<file path="config.mk">
export PLATFORM = sky130hd
export DESIGN_NAME = wall_texel_address_select
export DESIGN_NICKNAME = d
export VERILOG_FILES = /design/src/rtl/wtas_pkg.sv /design/src/rtl/wall_texel_address_select.sv /design/src/rtl/wtas_face_select.sv /design/src/rtl/wtas_frame_mod.sv
export SDC_FILE = /design/constraint.sdc
export NUM_CORES = 2
export LEC_CHECK = 0
export ABC_AREA = 1
export ABC_CLOCK_PERIOD_IN_PS = 19900
export BUFFER_PORTS_ARGS = -buffer_cell sky130_fd_sc_hd__buf_2
export CORE_MARGIN = 2
export CORE_UTILIZATION = 55
export DETAILED_ROUTE_END_ITERATION = 8
export GPL_ROUTABILITY_DRIVEN = 1
export GPL_TIMING_DRIVEN = 0
export PLACE_DENSITY = 0.7
export SYNTH_ARGS = -nofsm -noshare
export SYNTH_HDL_FRONTEND = slang
export SYNTH_SLANG_ARGS = --single-unit
</file>
<file path="constraint.sdc">
create_clock -name aclk -period 19.9 [get_ports aclk]
set_input_delay 1.99 -clock aclk [delete_from_list [all_inputs] [get_ports aclk]]
set_output_delay 1.99 -clock aclk [all_outputs]
set_load 0.01 [all_outputs]
</file>
<file path="src/rtl/wtas_pkg.sv">
// ----------------------------------------------------------------------------
// wtas_pkg: shared types and constants of the wall texel address select
// Field widths, result and face codes, register indexes and the stage-one
// record passed from the face selector to the pipeline.
// ----------------------------------------------------------------------------
package wtas_pkg;

    localparam int COORD_W  = 31;
    localparam int FRAC_W   = 16;
    localparam int TEXV_W   = 17;
    localparam int ANIM_W   = 32;
    localparam int DIM_W    = 11;
    localparam int BYTES_W  = 3;
    localparam int FCNT_W   = 6;
    localparam int FRAME_W  = 5;
    localparam int OFFS_W   = 22;
    localparam int COLOUR_W = 32;
    localparam int NUM_FACES = 4;
    localparam int SLICE_W  = 8;

    localparam logic [COLOUR_W-1:0] BG_COLOUR   = 32'h3333_3388;
    localparam logic [BYTES_W-1:0]  MAX_BYTES   = 3'd4;
    localparam logic [TEXV_W-1:0]   ONE_Q16     = 17'h1_0000;

    typedef enum logic [1:0] {
        KIND_FETCH = 2'd0,
        KIND_ZERO  = 2'd1,
        KIND_BG    = 2'd2
    } kind_t;

    typedef enum logic [1:0] {
        FACE_NORTH = 2'd0,
        FACE_SOUTH = 2'd1,
        FACE_EAST  = 2'd2,
        FACE_WEST  = 2'd3
    } face_t;

    typedef enum logic [2:0] {
        REG_TEX_WIDTH    = 3'd0,
        REG_TEX_HEIGHT   = 3'd1,
        REG_TEXEL_BYTES  = 3'd2,
        REG_FRAMES_NORTH = 3'd3,
        REG_FRAMES_SOUTH = 3'd4,
        REG_FRAMES_EAST  = 3'd5,
        REG_FRAMES_WEST  = 3'd6
    } reg_index_t;

    // Remainder of the frame modulo, one lane per face.
    typedef logic [FCNT_W-1:0] rem_t;
    typedef rem_t [NUM_FACES-1:0] rem_vec_t;

    typedef struct packed {
        logic                 face_ok;
        face_t                face;
        logic [TEXV_W-1:0]    u;
    } face_sel_t;

endpackage

</file>
<file path="src/rtl/wall_texel_address_select.sv">
// ----------------------------------------------------------------------------
// wall_texel_address_select: texel address for one raycaster wall pixel
// Throughput: one pixel per clock while m_ready keeps the output moving; the
// five register stages (stages 1 to 4 and the output) load independently,
// so a bubble is filled even while the output is stalled.
// Reset: aresetn (synchronous, active low) empties the pipeline, restores
// the register defaults and clears the latched face frames.
// ----------------------------------------------------------------------------
module wall_texel_address_select #(
    parameter int MAX_TEX_DIM = 1024,
    parameter int MAX_FRAMES  = 32
) (
    input  logic                           aclk,
    input  logic                           aresetn,
    // Configuration write port
    input  logic                           cfg_wr_en,
    input  logic [2:0]                     cfg_index,
    input  logic [wtas_pkg::DIM_W-1:0]     cfg_data,
    // Pixel input channel
    input  logic                           s_valid,
    output logic                           s_ready,
    input  logic                           s_first_column,
    input  logic [wtas_pkg::COORD_W-1:0]   s_hit_x,
    input  logic [wtas_pkg::COORD_W-1:0]   s_hit_y,
    input  logic [wtas_pkg::COORD_W-1:0]   s_prev_hit_x,
    input  logic [wtas_pkg::COORD_W-1:0]   s_prev_hit_y,
    input  logic [wtas_pkg::COORD_W-1:0]   s_viewer_x,
    input  logic [wtas_pkg::COORD_W-1:0]   s_viewer_y,
    input  logic [wtas_pkg::TEXV_W-1:0]    s_tex_v,
    input  logic [wtas_pkg::ANIM_W-1:0]    s_anim_periods,
    // Result channel
    output logic                           m_valid,
    input  logic                           m_ready,
    output logic [1:0]                     m_result_kind,
    output logic [1:0]                     m_face,
    output logic [wtas_pkg::FRAME_W-1:0]   m_frame,
    output logic [wtas_pkg::OFFS_W-1:0]    m_byte_offset,
    output logic [wtas_pkg::COLOUR_W-1:0]  m_fixed_colour
);

    // ------------------------------------------------------------------
    // Configuration registers and their clamped working values.
    // Writes must come only while the pipeline is empty (not enforced by the
    // block), so the clamped values stay constant for any item in flight.
    // ------------------------------------------------------------------
    logic [wtas_pkg::DIM_W-1:0]   tex_width_reg;
    logic [wtas_pkg::DIM_W-1:0]   tex_height_reg;
    logic [wtas_pkg::BYTES_W-1:0] texel_bytes_reg;
    wtas_pkg::rem_vec_t           frames_cfg_reg;

    logic [wtas_pkg::DIM_W-1:0]   w_eff;
    logic [wtas_pkg::DIM_W-1:0]   h_eff;
    logic [wtas_pkg::BYTES_W-1:0] b_eff;
    wtas_pkg::rem_vec_t           n_eff;

    always_ff @(posedge aclk) begin
        if (!aresetn) begin
            tex_width_reg     <= 11'd64;
            tex_height_reg    <= 11'd64;
            texel_bytes_reg   <= 3'd4;
            frames_cfg_reg[0] <= 6'd2;
            frames_cfg_reg[1] <= 6'd10;
            frames_cfg_reg[2] <= 6'd24;
            frames_cfg_reg[3] <= 6'd25;
        end else if (cfg_wr_en) begin
            case (cfg_index)
                wtas_pkg::REG_TEX_WIDTH:    tex_width_reg     <= cfg_data;
                wtas_pkg::REG_TEX_HEIGHT:   tex_height_reg    <= cfg_data;
                wtas_pkg::REG_TEXEL_BYTES:  texel_bytes_reg   <= cfg_data[wtas_pkg::BYTES_W-1:0];
                wtas_pkg::REG_FRAMES_NORTH: frames_cfg_reg[0] <= cfg_data[wtas_pkg::FCNT_W-1:0];
                wtas_pkg::REG_FRAMES_SOUTH: frames_cfg_reg[1] <= cfg_data[wtas_pkg::FCNT_W-1:0];
                wtas_pkg::REG_FRAMES_EAST:  frames_cfg_reg[2] <= cfg_data[wtas_pkg::FCNT_W-1:0];
                wtas_pkg::REG_FRAMES_WEST:  frames_cfg_reg[3] <= cfg_data[wtas_pkg::FCNT_W-1:0];
                default: ;
            endcase
        end
    end

    // Dimensions, bytes per texel and frame counts saturate at their limits; the clamped
    // value always fits the register width because the limit is only
    // chosen when it is below the register value.
    always_comb begin
        w_eff = (32'(tex_width_reg) > MAX_TEX_DIM)
                ? wtas_pkg::DIM_W'(MAX_TEX_DIM) : tex_width_reg;
        h_eff = (32'(tex_height_reg) > MAX_TEX_DIM)
                ? wtas_pkg::DIM_W'(MAX_TEX_DIM) : tex_height_reg;
        b_eff = (texel_bytes_reg > wtas_pkg::MAX_BYTES)
                ? wtas_pkg::MAX_BYTES : texel_bytes_reg;
        for (int k = 0; k < wtas_pkg::NUM_FACES; k++) begin
            n_eff[k] = (32'(frames_cfg_reg[k]) > MAX_FRAMES)
                       ? wtas_pkg::FCNT_W'(MAX_FRAMES) : frames_cfg_reg[k];
            // A frame count of zero behaves as one, giving frame zero.
            if (n_eff[k] == '0) begin
                n_eff[k] = wtas_pkg::FCNT_W'(1);
            end
        end
    end

    // ------------------------------------------------------------------
    // Stage flow control. A stage loads when it is empty or when the
    // stage after it loads, so every stage can take a new item each cycle
    // and a stall at the output only backs up as far as the bubbles allow.
    // ------------------------------------------------------------------
    logic v1_reg, v2_reg, v3_reg, v4_reg, vo_reg;
    logic ld1, ld2, ld3, ld4, ldo;

    assign ldo     = !vo_reg || m_ready;
    assign ld4     = !v4_reg || ldo;
    assign ld3     = !v3_reg || ld4;
    assign ld2     = !v2_reg || ld3;
    assign ld1     = !v1_reg || ld2;
    assign s_ready = ld1;

    always_ff @(posedge aclk) begin
        if (!aresetn) begin
            v1_reg <= 1'b0;
            v2_reg <= 1'b0;
            v3_reg <= 1'b0;
            v4_reg <= 1'b0;
            vo_reg <= 1'b0;
        end else begin
            if (ld1) v1_reg <= s_valid;
            if (ld2) v2_reg <= v1_reg;
            if (ld3) v3_reg <= v2_reg;
            if (ld4) v4_reg <= v3_reg;
            if (ldo) vo_reg <= v4_reg;
        end
    end

    // ------------------------------------------------------------------
    // Stage 1: face selection and the top byte of the frame modulo.
    // ------------------------------------------------------------------
    wtas_pkg::face_sel_t sel;
    wtas_pkg::rem_vec_t  rem0;

    wtas_face_select u_face_select (
        .first_column (s_first_column),
        .hit_x        (s_hit_x),
        .hit_y        (s_hit_y),
        .prev_hit_x   (s_prev_hit_x),
        .prev_hit_y   (s_prev_hit_y),
        .viewer_x     (s_viewer_x),
        .viewer_y     (s_viewer_y),
        .sel          (sel)
    );

    wtas_frame_mod u_mod_s1 (
        .rem_in  ('0),
        .bits    (s_anim_periods[31:24]),
        .divisor (n_eff),
        .rem_out (rem0)
    );

    logic                         s1_first_reg;
    logic                         s1_face_ok_reg;
    wtas_pkg::face_t              s1_face_reg;
    logic                         s1_one_reg;
    logic [wtas_pkg::FRAC_W-1:0]  s1_u_reg;
    logic [wtas_pkg::FRAC_W-1:0]  s1_v_reg;
    logic [wtas_pkg::ANIM_W-9:0]  s1_periods_reg;
    wtas_pkg::rem_vec_t           s1_rem_reg;

    always_ff @(posedge aclk) begin
        if (ld1) begin
            s1_first_reg   <= s_first_column;
            s1_face_ok_reg <= sel.face_ok;
            s1_face_reg    <= sel.face;
            // A coordinate at one or above means the zero colour.
            s1_one_reg     <= sel.u[wtas_pkg::FRAC_W] || s_tex_v[wtas_pkg::FRAC_W];
            s1_u_reg       <= sel.u[wtas_pkg::FRAC_W-1:0];
            s1_v_reg       <= s_tex_v[wtas_pkg::FRAC_W-1:0];
            s1_periods_reg <= s_anim_periods[23:0];
            s1_rem_reg     <= rem0;
        end
    end

    // ------------------------------------------------------------------
    // Stage 2: texel row and column (two 11 by 16 bit products), next byte
    // of the modulo.
    // ------------------------------------------------------------------
    logic [wtas_pkg::DIM_W+wtas_pkg::FRAC_W-1:0] row_prod;
    logic [wtas_pkg::DIM_W+wtas_pkg::FRAC_W-1:0] col_prod;
    wtas_pkg::rem_vec_t                          rem1;

    assign row_prod = h_eff * s1_v_reg;
    assign col_prod = w_eff * s1_u_reg;

    wtas_frame_mod u_mod_s2 (
        .rem_in  (s1_rem_reg),
        .bits    (s1_periods_reg[23:16]),
        .divisor (n_eff),
        .rem_out (rem1)
    );

    logic                         s2_first_reg;
    logic                         s2_face_ok_reg;
    wtas_pkg::face_t              s2_face_reg;
    logic                         s2_one_reg;
    logic [wtas_pkg::DIM_W-1:0]   s2_row_reg;
    logic [wtas_pkg::DIM_W-1:0]   s2_col_reg;
    logic [15:0]                  s2_periods_reg;
    wtas_pkg::rem_vec_t           s2_rem_reg;

    always_ff @(posedge aclk) begin
        if (ld2) begin
            s2_first_reg   <= s1_first_reg;
            s2_face_ok_reg <= s1_face_ok_reg;
            s2_face_reg    <= s1_face_reg;
            s2_one_reg     <= s1_one_reg;
            s2_row_reg     <= row_prod[wtas_pkg::DIM_W+wtas_pkg::FRAC_W-1:wtas_pkg::FRAC_W];
            s2_col_reg     <= col_prod[wtas_pkg::DIM_W+wtas_pkg::FRAC_W-1:wtas_pkg::FRAC_W];
            s2_periods_reg <= s1_periods_reg[15:0];
            s2_rem_reg     <= rem1;
        end
    end

    // ------------------------------------------------------------------
    // Stage 3: texel index row * width + column. The row is below the
    // height and the column below the width, so the index fits 22 bits.
    // ------------------------------------------------------------------
    logic [2*wtas_pkg::DIM_W-1:0] index_next;
    wtas_pkg::rem_vec_t           rem2;

    assign index_next = (s2_row_reg * w_eff) + {{wtas_pkg::DIM_W{1'b0}}, s2_col_reg};

    wtas_frame_mod u_mod_s3 (
        .rem_in  (s2_rem_reg),
        .bits    (s2_periods_reg[15:8]),
        .divisor (n_eff),
        .rem_out (rem2)
    );

    logic                          s3_first_reg;
    logic                          s3_face_ok_reg;
    wtas_pkg::face_t               s3_face_reg;
    logic                          s3_one_reg;
    logic [2*wtas_pkg::DIM_W-1:0]  s3_index_reg;
    logic [7:0]                    s3_periods_reg;
    wtas_pkg::rem_vec_t            s3_rem_reg;

    always_ff @(posedge aclk) begin
        if (ld3) begin
            s3_first_reg   <= s2_first_reg;
            s3_face_ok_reg <= s2_face_ok_reg;
            s3_face_reg    <= s2_face_reg;
            s3_one_reg     <= s2_one_reg;
            s3_index_reg   <= index_next;
            s3_periods_reg <= s2_periods_reg[7:0];
            s3_rem_reg     <= rem2;
        end
    end

    // ------------------------------------------------------------------
    // Stage 4: scale by bytes per texel (kept to 22 bits), last byte of
    // the modulo.
    // ------------------------------------------------------------------
    logic [2*wtas_pkg::DIM_W+wtas_pkg::BYTES_W-1:0] bytes_prod;
    wtas_pkg::rem_vec_t                             rem3;

    assign bytes_prod = s3_index_reg * b_eff;

    wtas_frame_mod u_mod_s4 (
        .rem_in  (s3_rem_reg),
        .bits    (s3_periods_reg),
        .divisor (n_eff),
        .rem_out (rem3)
    );

    logic                          s4_first_reg;
    logic                          s4_face_ok_reg;
    wtas_pkg::face_t               s4_face_reg;
    logic                          s4_one_reg;
    logic [wtas_pkg::OFFS_W-1:0]   s4_offset_reg;
    wtas_pkg::rem_vec_t            s4_rem_reg;

    always_ff @(posedge aclk) begin
        if (ld4) begin
            s4_first_reg   <= s3_first_reg;
            s4_face_ok_reg <= s3_face_ok_reg;
            s4_face_reg    <= s3_face_reg;
            s4_one_reg     <= s3_one_reg;
            s4_offset_reg  <= bytes_prod[wtas_pkg::OFFS_W-1:0];
            s4_rem_reg     <= rem3;
        end
    end

    // ------------------------------------------------------------------
    // Output stage. A first-column pixel latches every face's frame as it
    // leaves stage 4 and uses the fresh value itself; later pixels read
    // the latched frames. Items stay in order, so this matches latching
    // at the time of the input transfer.
    // ------------------------------------------------------------------
    logic [wtas_pkg::FRAME_W-1:0]  face_frames_reg [wtas_pkg::NUM_FACES];
    logic [wtas_pkg::FRAME_W-1:0]  frame_sel;
    logic                          latch_frames;

    assign latch_frames = ldo && v4_reg && s4_first_reg;
    assign frame_sel    = s4_first_reg ? s4_rem_reg[s4_face_reg][wtas_pkg::FRAME_W-1:0]
                                       : face_frames_reg[s4_face_reg];

    always_ff @(posedge aclk) begin
        if (!aresetn) begin
            for (int k = 0; k < wtas_pkg::NUM_FACES; k++) begin
                face_frames_reg[k] <= '0;
            end
        end else if (latch_frames) begin
            for (int k = 0; k < wtas_pkg::NUM_FACES; k++) begin
                face_frames_reg[k] <= s4_rem_reg[k][wtas_pkg::FRAME_W-1:0];
            end
        end
    end

    logic [1:0]                    kind_reg;
    logic [1:0]                    face_reg;
    logic [wtas_pkg::FRAME_W-1:0]  frame_reg;
    logic [wtas_pkg::OFFS_W-1:0]   offset_reg;
    logic [wtas_pkg::COLOUR_W-1:0] colour_reg;

    always_ff @(posedge aclk) begin
        if (ldo) begin
            if (!s4_face_ok_reg) begin
                // No wall face: background colour, all address fields zero.
                kind_reg   <= wtas_pkg::KIND_BG;
                face_reg   <= '0;
                frame_reg  <= '0;
                offset_reg <= '0;
                colour_reg <= wtas_pkg::BG_COLOUR;
            end else if (s4_one_reg) begin
                kind_reg   <= wtas_pkg::KIND_ZERO;
                face_reg   <= s4_face_reg;
                frame_reg  <= frame_sel;
                offset_reg <= '0;
                colour_reg <= '0;
            end else begin
                kind_reg   <= wtas_pkg::KIND_FETCH;
                face_reg   <= s4_face_reg;
                frame_reg  <= frame_sel;
                offset_reg <= s4_offset_reg;
                colour_reg <= '0;
            end
        end
    end

    assign m_valid        = vo_reg;
    assign m_result_kind  = kind_reg;
    assign m_face         = face_reg;
    assign m_frame        = frame_reg;
    assign m_byte_offset  = offset_reg;
    assign m_fixed_colour = colour_reg;

    // ------------------------------------------------------------------
    // Assertions
    // ------------------------------------------------------------------

    // The input may only be held off when every stage holds an item.
    a_ready_only_when_full: assert property (@(posedge aclk) disable iff (!aresetn)
        !s_ready |-> (v1_reg && v2_reg && v3_reg && v4_reg && vo_reg))
        else $error("input stalled with a bubble in the pipeline");

    // A background result carries the background colour and no address.
    a_bg_fields: assert property (@(posedge aclk) disable iff (!aresetn)
        (m_valid && (m_result_kind == wtas_pkg::KIND_BG)) |->
        ((m_fixed_colour == wtas_pkg::BG_COLOUR) && (m_byte_offset == '0)
         && (m_face == '0) && (m_frame == '0)))
        else $error("background result with non-zero address fields");

    // Only a fetch result gives a byte offset; a fetch has no colour.
    a_offset_only_on_fetch: assert property (@(posedge aclk) disable iff (!aresetn)
        (m_valid && (m_result_kind != wtas_pkg::KIND_FETCH)) |-> (m_byte_offset == '0))
        else $error("non-fetch result with a byte offset");

    // Frames latched by a first-column pixel are the frames it reported.
    a_frame_latch: assert property (@(posedge aclk) disable iff (!aresetn)
        latch_frames && s4_face_ok_reg |=> (face_frames_reg[face_reg] == frame_reg))
        else $error("latched frame differs from the reported frame");

endmodule

</file>
<file path="src/rtl/wtas_face_select.sv">
// ----------------------------------------------------------------------------
// wtas_face_select: wall face and horizontal texture coordinate
// Replaces a grid-corner hit by the previous column's hit, then picks the
// face in priority order and forms the mirrored fraction u.
// ----------------------------------------------------------------------------
module wtas_face_select (
    input  logic                          first_column,
    input  logic [wtas_pkg::COORD_W-1:0]  hit_x,
    input  logic [wtas_pkg::COORD_W-1:0]  hit_y,
    input  logic [wtas_pkg::COORD_W-1:0]  prev_hit_x,
    input  logic [wtas_pkg::COORD_W-1:0]  prev_hit_y,
    input  logic [wtas_pkg::COORD_W-1:0]  viewer_x,
    input  logic [wtas_pkg::COORD_W-1:0]  viewer_y,
    output wtas_pkg::face_sel_t           sel
);

    logic                         corner;
    logic [wtas_pkg::COORD_W-1:0] hx;
    logic [wtas_pkg::COORD_W-1:0] hy;
    logic                         xgrid;
    logic                         ygrid;
    logic [wtas_pkg::TEXV_W-1:0]  frac_x;
    logic [wtas_pkg::TEXV_W-1:0]  frac_y;

    // A hit on both grid lines is ambiguous, so the previous column decides.
    assign corner = !first_column && (hit_x[wtas_pkg::FRAC_W-1:0] == '0)
                    && (hit_y[wtas_pkg::FRAC_W-1:0] == '0);
    assign hx     = corner ? prev_hit_x : hit_x;
    assign hy     = corner ? prev_hit_y : hit_y;
    assign xgrid  = (hx[wtas_pkg::FRAC_W-1:0] == '0);
    assign ygrid  = (hy[wtas_pkg::FRAC_W-1:0] == '0);
    assign frac_x = {1'b0, hx[wtas_pkg::FRAC_W-1:0]};
    assign frac_y = {1'b0, hy[wtas_pkg::FRAC_W-1:0]};

    always_comb begin
        sel.face_ok = 1'b1;
        sel.face    = wtas_pkg::FACE_NORTH;
        sel.u       = '0;
        priority if (ygrid && (hy > viewer_y)) begin
            sel.face = wtas_pkg::FACE_NORTH;
            sel.u    = wtas_pkg::ONE_Q16 - frac_x;
        end else if (ygrid && (hy < viewer_y)) begin
            sel.face = wtas_pkg::FACE_SOUTH;
            sel.u    = frac_x;
        end else if (xgrid && (hx > viewer_x)) begin
            sel.face = wtas_pkg::FACE_EAST;
            sel.u    = frac_y;
        end else if (xgrid && (hx < viewer_x)) begin
            sel.face = wtas_pkg::FACE_WEST;
            sel.u    = wtas_pkg::ONE_Q16 - frac_y;
        end else begin
            sel.face_ok = 1'b0;
        end
    end

endmodule

</file>
<file path="src/rtl/wtas_frame_mod.sv">
// ----------------------------------------------------------------------------
// wtas_frame_mod: one slice of the frame-count modulo
// Restoring remainder over eight bits of the period count, four face lanes
// side by side. Each lane keeps its remainder below its frame count.
// ----------------------------------------------------------------------------
module wtas_frame_mod (
    input  wtas_pkg::rem_vec_t             rem_in,
    input  logic [wtas_pkg::SLICE_W-1:0]   bits,
    input  wtas_pkg::rem_vec_t             divisor,
    output wtas_pkg::rem_vec_t             rem_out
);

    always_comb begin
        logic [wtas_pkg::FCNT_W:0] t;
        for (int k = 0; k < wtas_pkg::NUM_FACES; k++) begin
            t = {1'b0, rem_in[k]};
            for (int i = wtas_pkg::SLICE_W - 1; i >= 0; i--) begin
                t = {t[wtas_pkg::FCNT_W-1:0], bits[i]};
                if (t >= {1'b0, divisor[k]}) begin
                    t = t - {1'b0, divisor[k]};
                end
            end
            rem_out[k] = t[wtas_pkg::FCNT_W-1:0];
        end
    end

endmodule
</file>
==> flow_metrics.tcl <==
set metrics [dict create \
    whs_ns 0.415 \
    row_count 133 \
    dpl.cell_count 12100 \
    synth_area_um2 72500 \
    numClockSinks 366 \
    synth.most_common_cell "nand2_1" \
    hp-class "flop to flop" \
    slew_headroom_pct 8.53 \
    drive_above_1_share_pct 8.98 \
    wirelength_um 204000 \
    grt_pass1_wl_um 331000 \
    wire_per_inst_um 16.7 \
    setup_viol 0 \
    cts_tree "built" \
    grt.overflow.total 0 \
    die_x_um 367 \
    finalNonFillerCells 12200 \
    synth_edf_count 310 \
    yosys.area.top_type "ha_1" \
    critPathArrivalTime_ns 16.46 \
    clock_latency_ns 0.65 \
    synthArstFlopShare_pct 0 \
    criticalPathCategory "flop to flop" \
    antenna_violating_nets_post_route 0 \
    cts_resized 0 \
    h-tree-depth 2 \
    antenna_found_initial 15 \
    syn_area_per_cell_um2 7.24 \
    yosysWarnings 0 \
    track_usage_pct 30.0 \
    critical_path.max_fanout 26 \
    seq_area_frac_synth_pct 14.4 \
    yosysUniqueCellTypes 70 \
    cts_root_buf "clkbuf_16" \
    ys.flop_type "edfxtp_1" \
    hold_viol 0 \
    viasPerCell 5.49 \
    startpoint_type "flop" \
    period_needed_ns 15.97 \
    dp_hpwl_um 168000 \
    crit_slowest_cell "a221oi_1" \
    start_util_pct 55.3 \
    worstMarginPinSlew_ns 1.37 \
    syn_to_final_growth_pct 8.45 \
    synth_commonest_cells "2503 x nand2_1, 1704 x inv_1, 1020 x ha_1, 655 x nand3_1, 601 x nor2_1" \
    path_clk_slew_ns 0.06 \
    floorplan.die.height_um 367 \
    hold_buffers 0 \
    max_freq_mhz 62.6 \
    slowest_delay_ns 0.53 \
    fin_worst_skew_ns 0.0220 \
    firstDrtPassIters 7 \
    nNetsFinal 12200 \
    cp.required_ns 20.39 \
    vias 67100 \
    period_share_pct 80.2 \
    grt_setup_unrepaired "no" \
    pin_count 320 \
    yosysTopAreaCellShare_pct 17.6 \
    cts_buffers 49 \
    synth_cells 10000 \
    numPortBuffers 301 \
    status "finished, final reports clean" \
    grt_max_degree 57 \
    die_area_um2 135000 \
    grt_pass1_vias 65700 \
    cts_setup_buffers 0 \
    ys_ff_latch 366 \
    worstSetupEndpointType "flop" \
    gp_congestion 0.987 \
    fillCellCount 12200 \
    drc 0 \
    synthTopCellsByArea "ha_1 18%, fa_1 13%, nand2_1 13%, edfxtp_1 13%, inv_1 8.8%" \
    drv_cap 0 \
    first_iter_violations 4705 \
    slew_violations 0 \
    fp.coreArea_um2 131000 \
    cpMostUsedCell "nand2_1" \
    cts_buffer_depth 3 \
]
## final timing paths
| path | startpoint | end | cells after the start | slack, ns |
|---|---|---|---|---|
| max | frames_cfg_reg[23] | s2_rem_reg[23] | 87 | 3.93 |
| min | s1_periods_reg[15] | s2_periods_reg[15] | 0 | 0.42 |
| max reg2reg | frames_cfg_reg[23] | s2_rem_reg[23] | 87 | 3.93 |
| min reg2reg | s1_periods_reg[15] | s2_periods_reg[15] | 0 | 0.42 |
## critical path: cells and delay by family (launching register included)
family          cells  cell delay (ns)
fa+ha+maj           8             2.67
buf+inv             9             1.26
compound gates     27             5.87
simple gates       43             5.59
flops               1             0.34
## routing by layer
| metal | part of all wire (%) | global-route usage, % | wire length, um |
|---|---|---|---|
| met1 | 43 | 37.8 | 87100 |
| met2 | 47 | 51.7 | 95600 |
| met3 | 6.1 | 4.09 | 12400 |
| met4 | 4.4 | 11.8 | 8890 |
| met5 | 0.057 | 0 | 117 |
## layout by cell type, fill, tap and decap left out, types with 19 or more instances in the layout
cell,n
clkbuf_16,49
buf_4,45
a31oi_1,66
xor2_1,358
nand3_4,62
clkbuf_1,86
xnor2_1,143
nand3_2,82
nor4_1,26
a221oi_1,23
a21oi_1,557
o21bai_1,58
edfxtp_1,310
nor2_4,21
o211ai_1,19
ha_1,1020
nand2_4,39
nand2_1,2485
o21ai_0,379
nand2_2,72
fa_1,483
inv_2,36
dfxtp_1,56
o21ai_1,67
nand4_1,147
nor2_1,601
inv_1,1698
buf_2,309
nor2_2,79
o21a_1,57
nor3_1,80
nand3_1,655
## layout make-up
cell class                 count  area, um^2  area share (%)
antenna                        2        5.00         0.00636
buffer                       151         778           0.990
clock buffer                  56        1250            1.59
clock inverter                36         432           0.549
inverter                    1742        6540            8.32
multi-input combinational   7775       54900            69.8
sequential                   366       10400            13.3
tap                         1755        2200            2.79
timing repair buffer         327        2080            2.65
## per-stage QoR
step | setup slack [ns] | cell area (um^2) | TNS, ns | utilization [%]
CTS | 4.13 | 78600 | 0 | 60.0
global route | 2.53 | 78600 | 0 | 60.0
floorplan | 5.01 | 72600 | 0 | -
detailed placement | 4.13 | 77000 | 0 | 58.7
finish | 3.93 | 78600 | 0 | 60.0
global placement | -1.42 | 76300 | -23.59 | 58.2
## kinds of logic after synthesis
family                   after synthesis  share of synthesized area [%]
AND/OR/NAND/NOR                     4412                           28.0
other                                  1                        0.00517
buffers and inverters               1893                           10.1
adder cells (fa/ha/maj)             1503                           30.9
AO/OA/AOI/OAI                       1336                           10.5
flip-flops                           366                           14.4
multiplexers                           5                         0.0776
XOR/XNOR                             501                           6.05
Power is left out: the tool's default activity adds up to more than one toggle a clock period on the data nets, which glitch-free logic cannot reach.
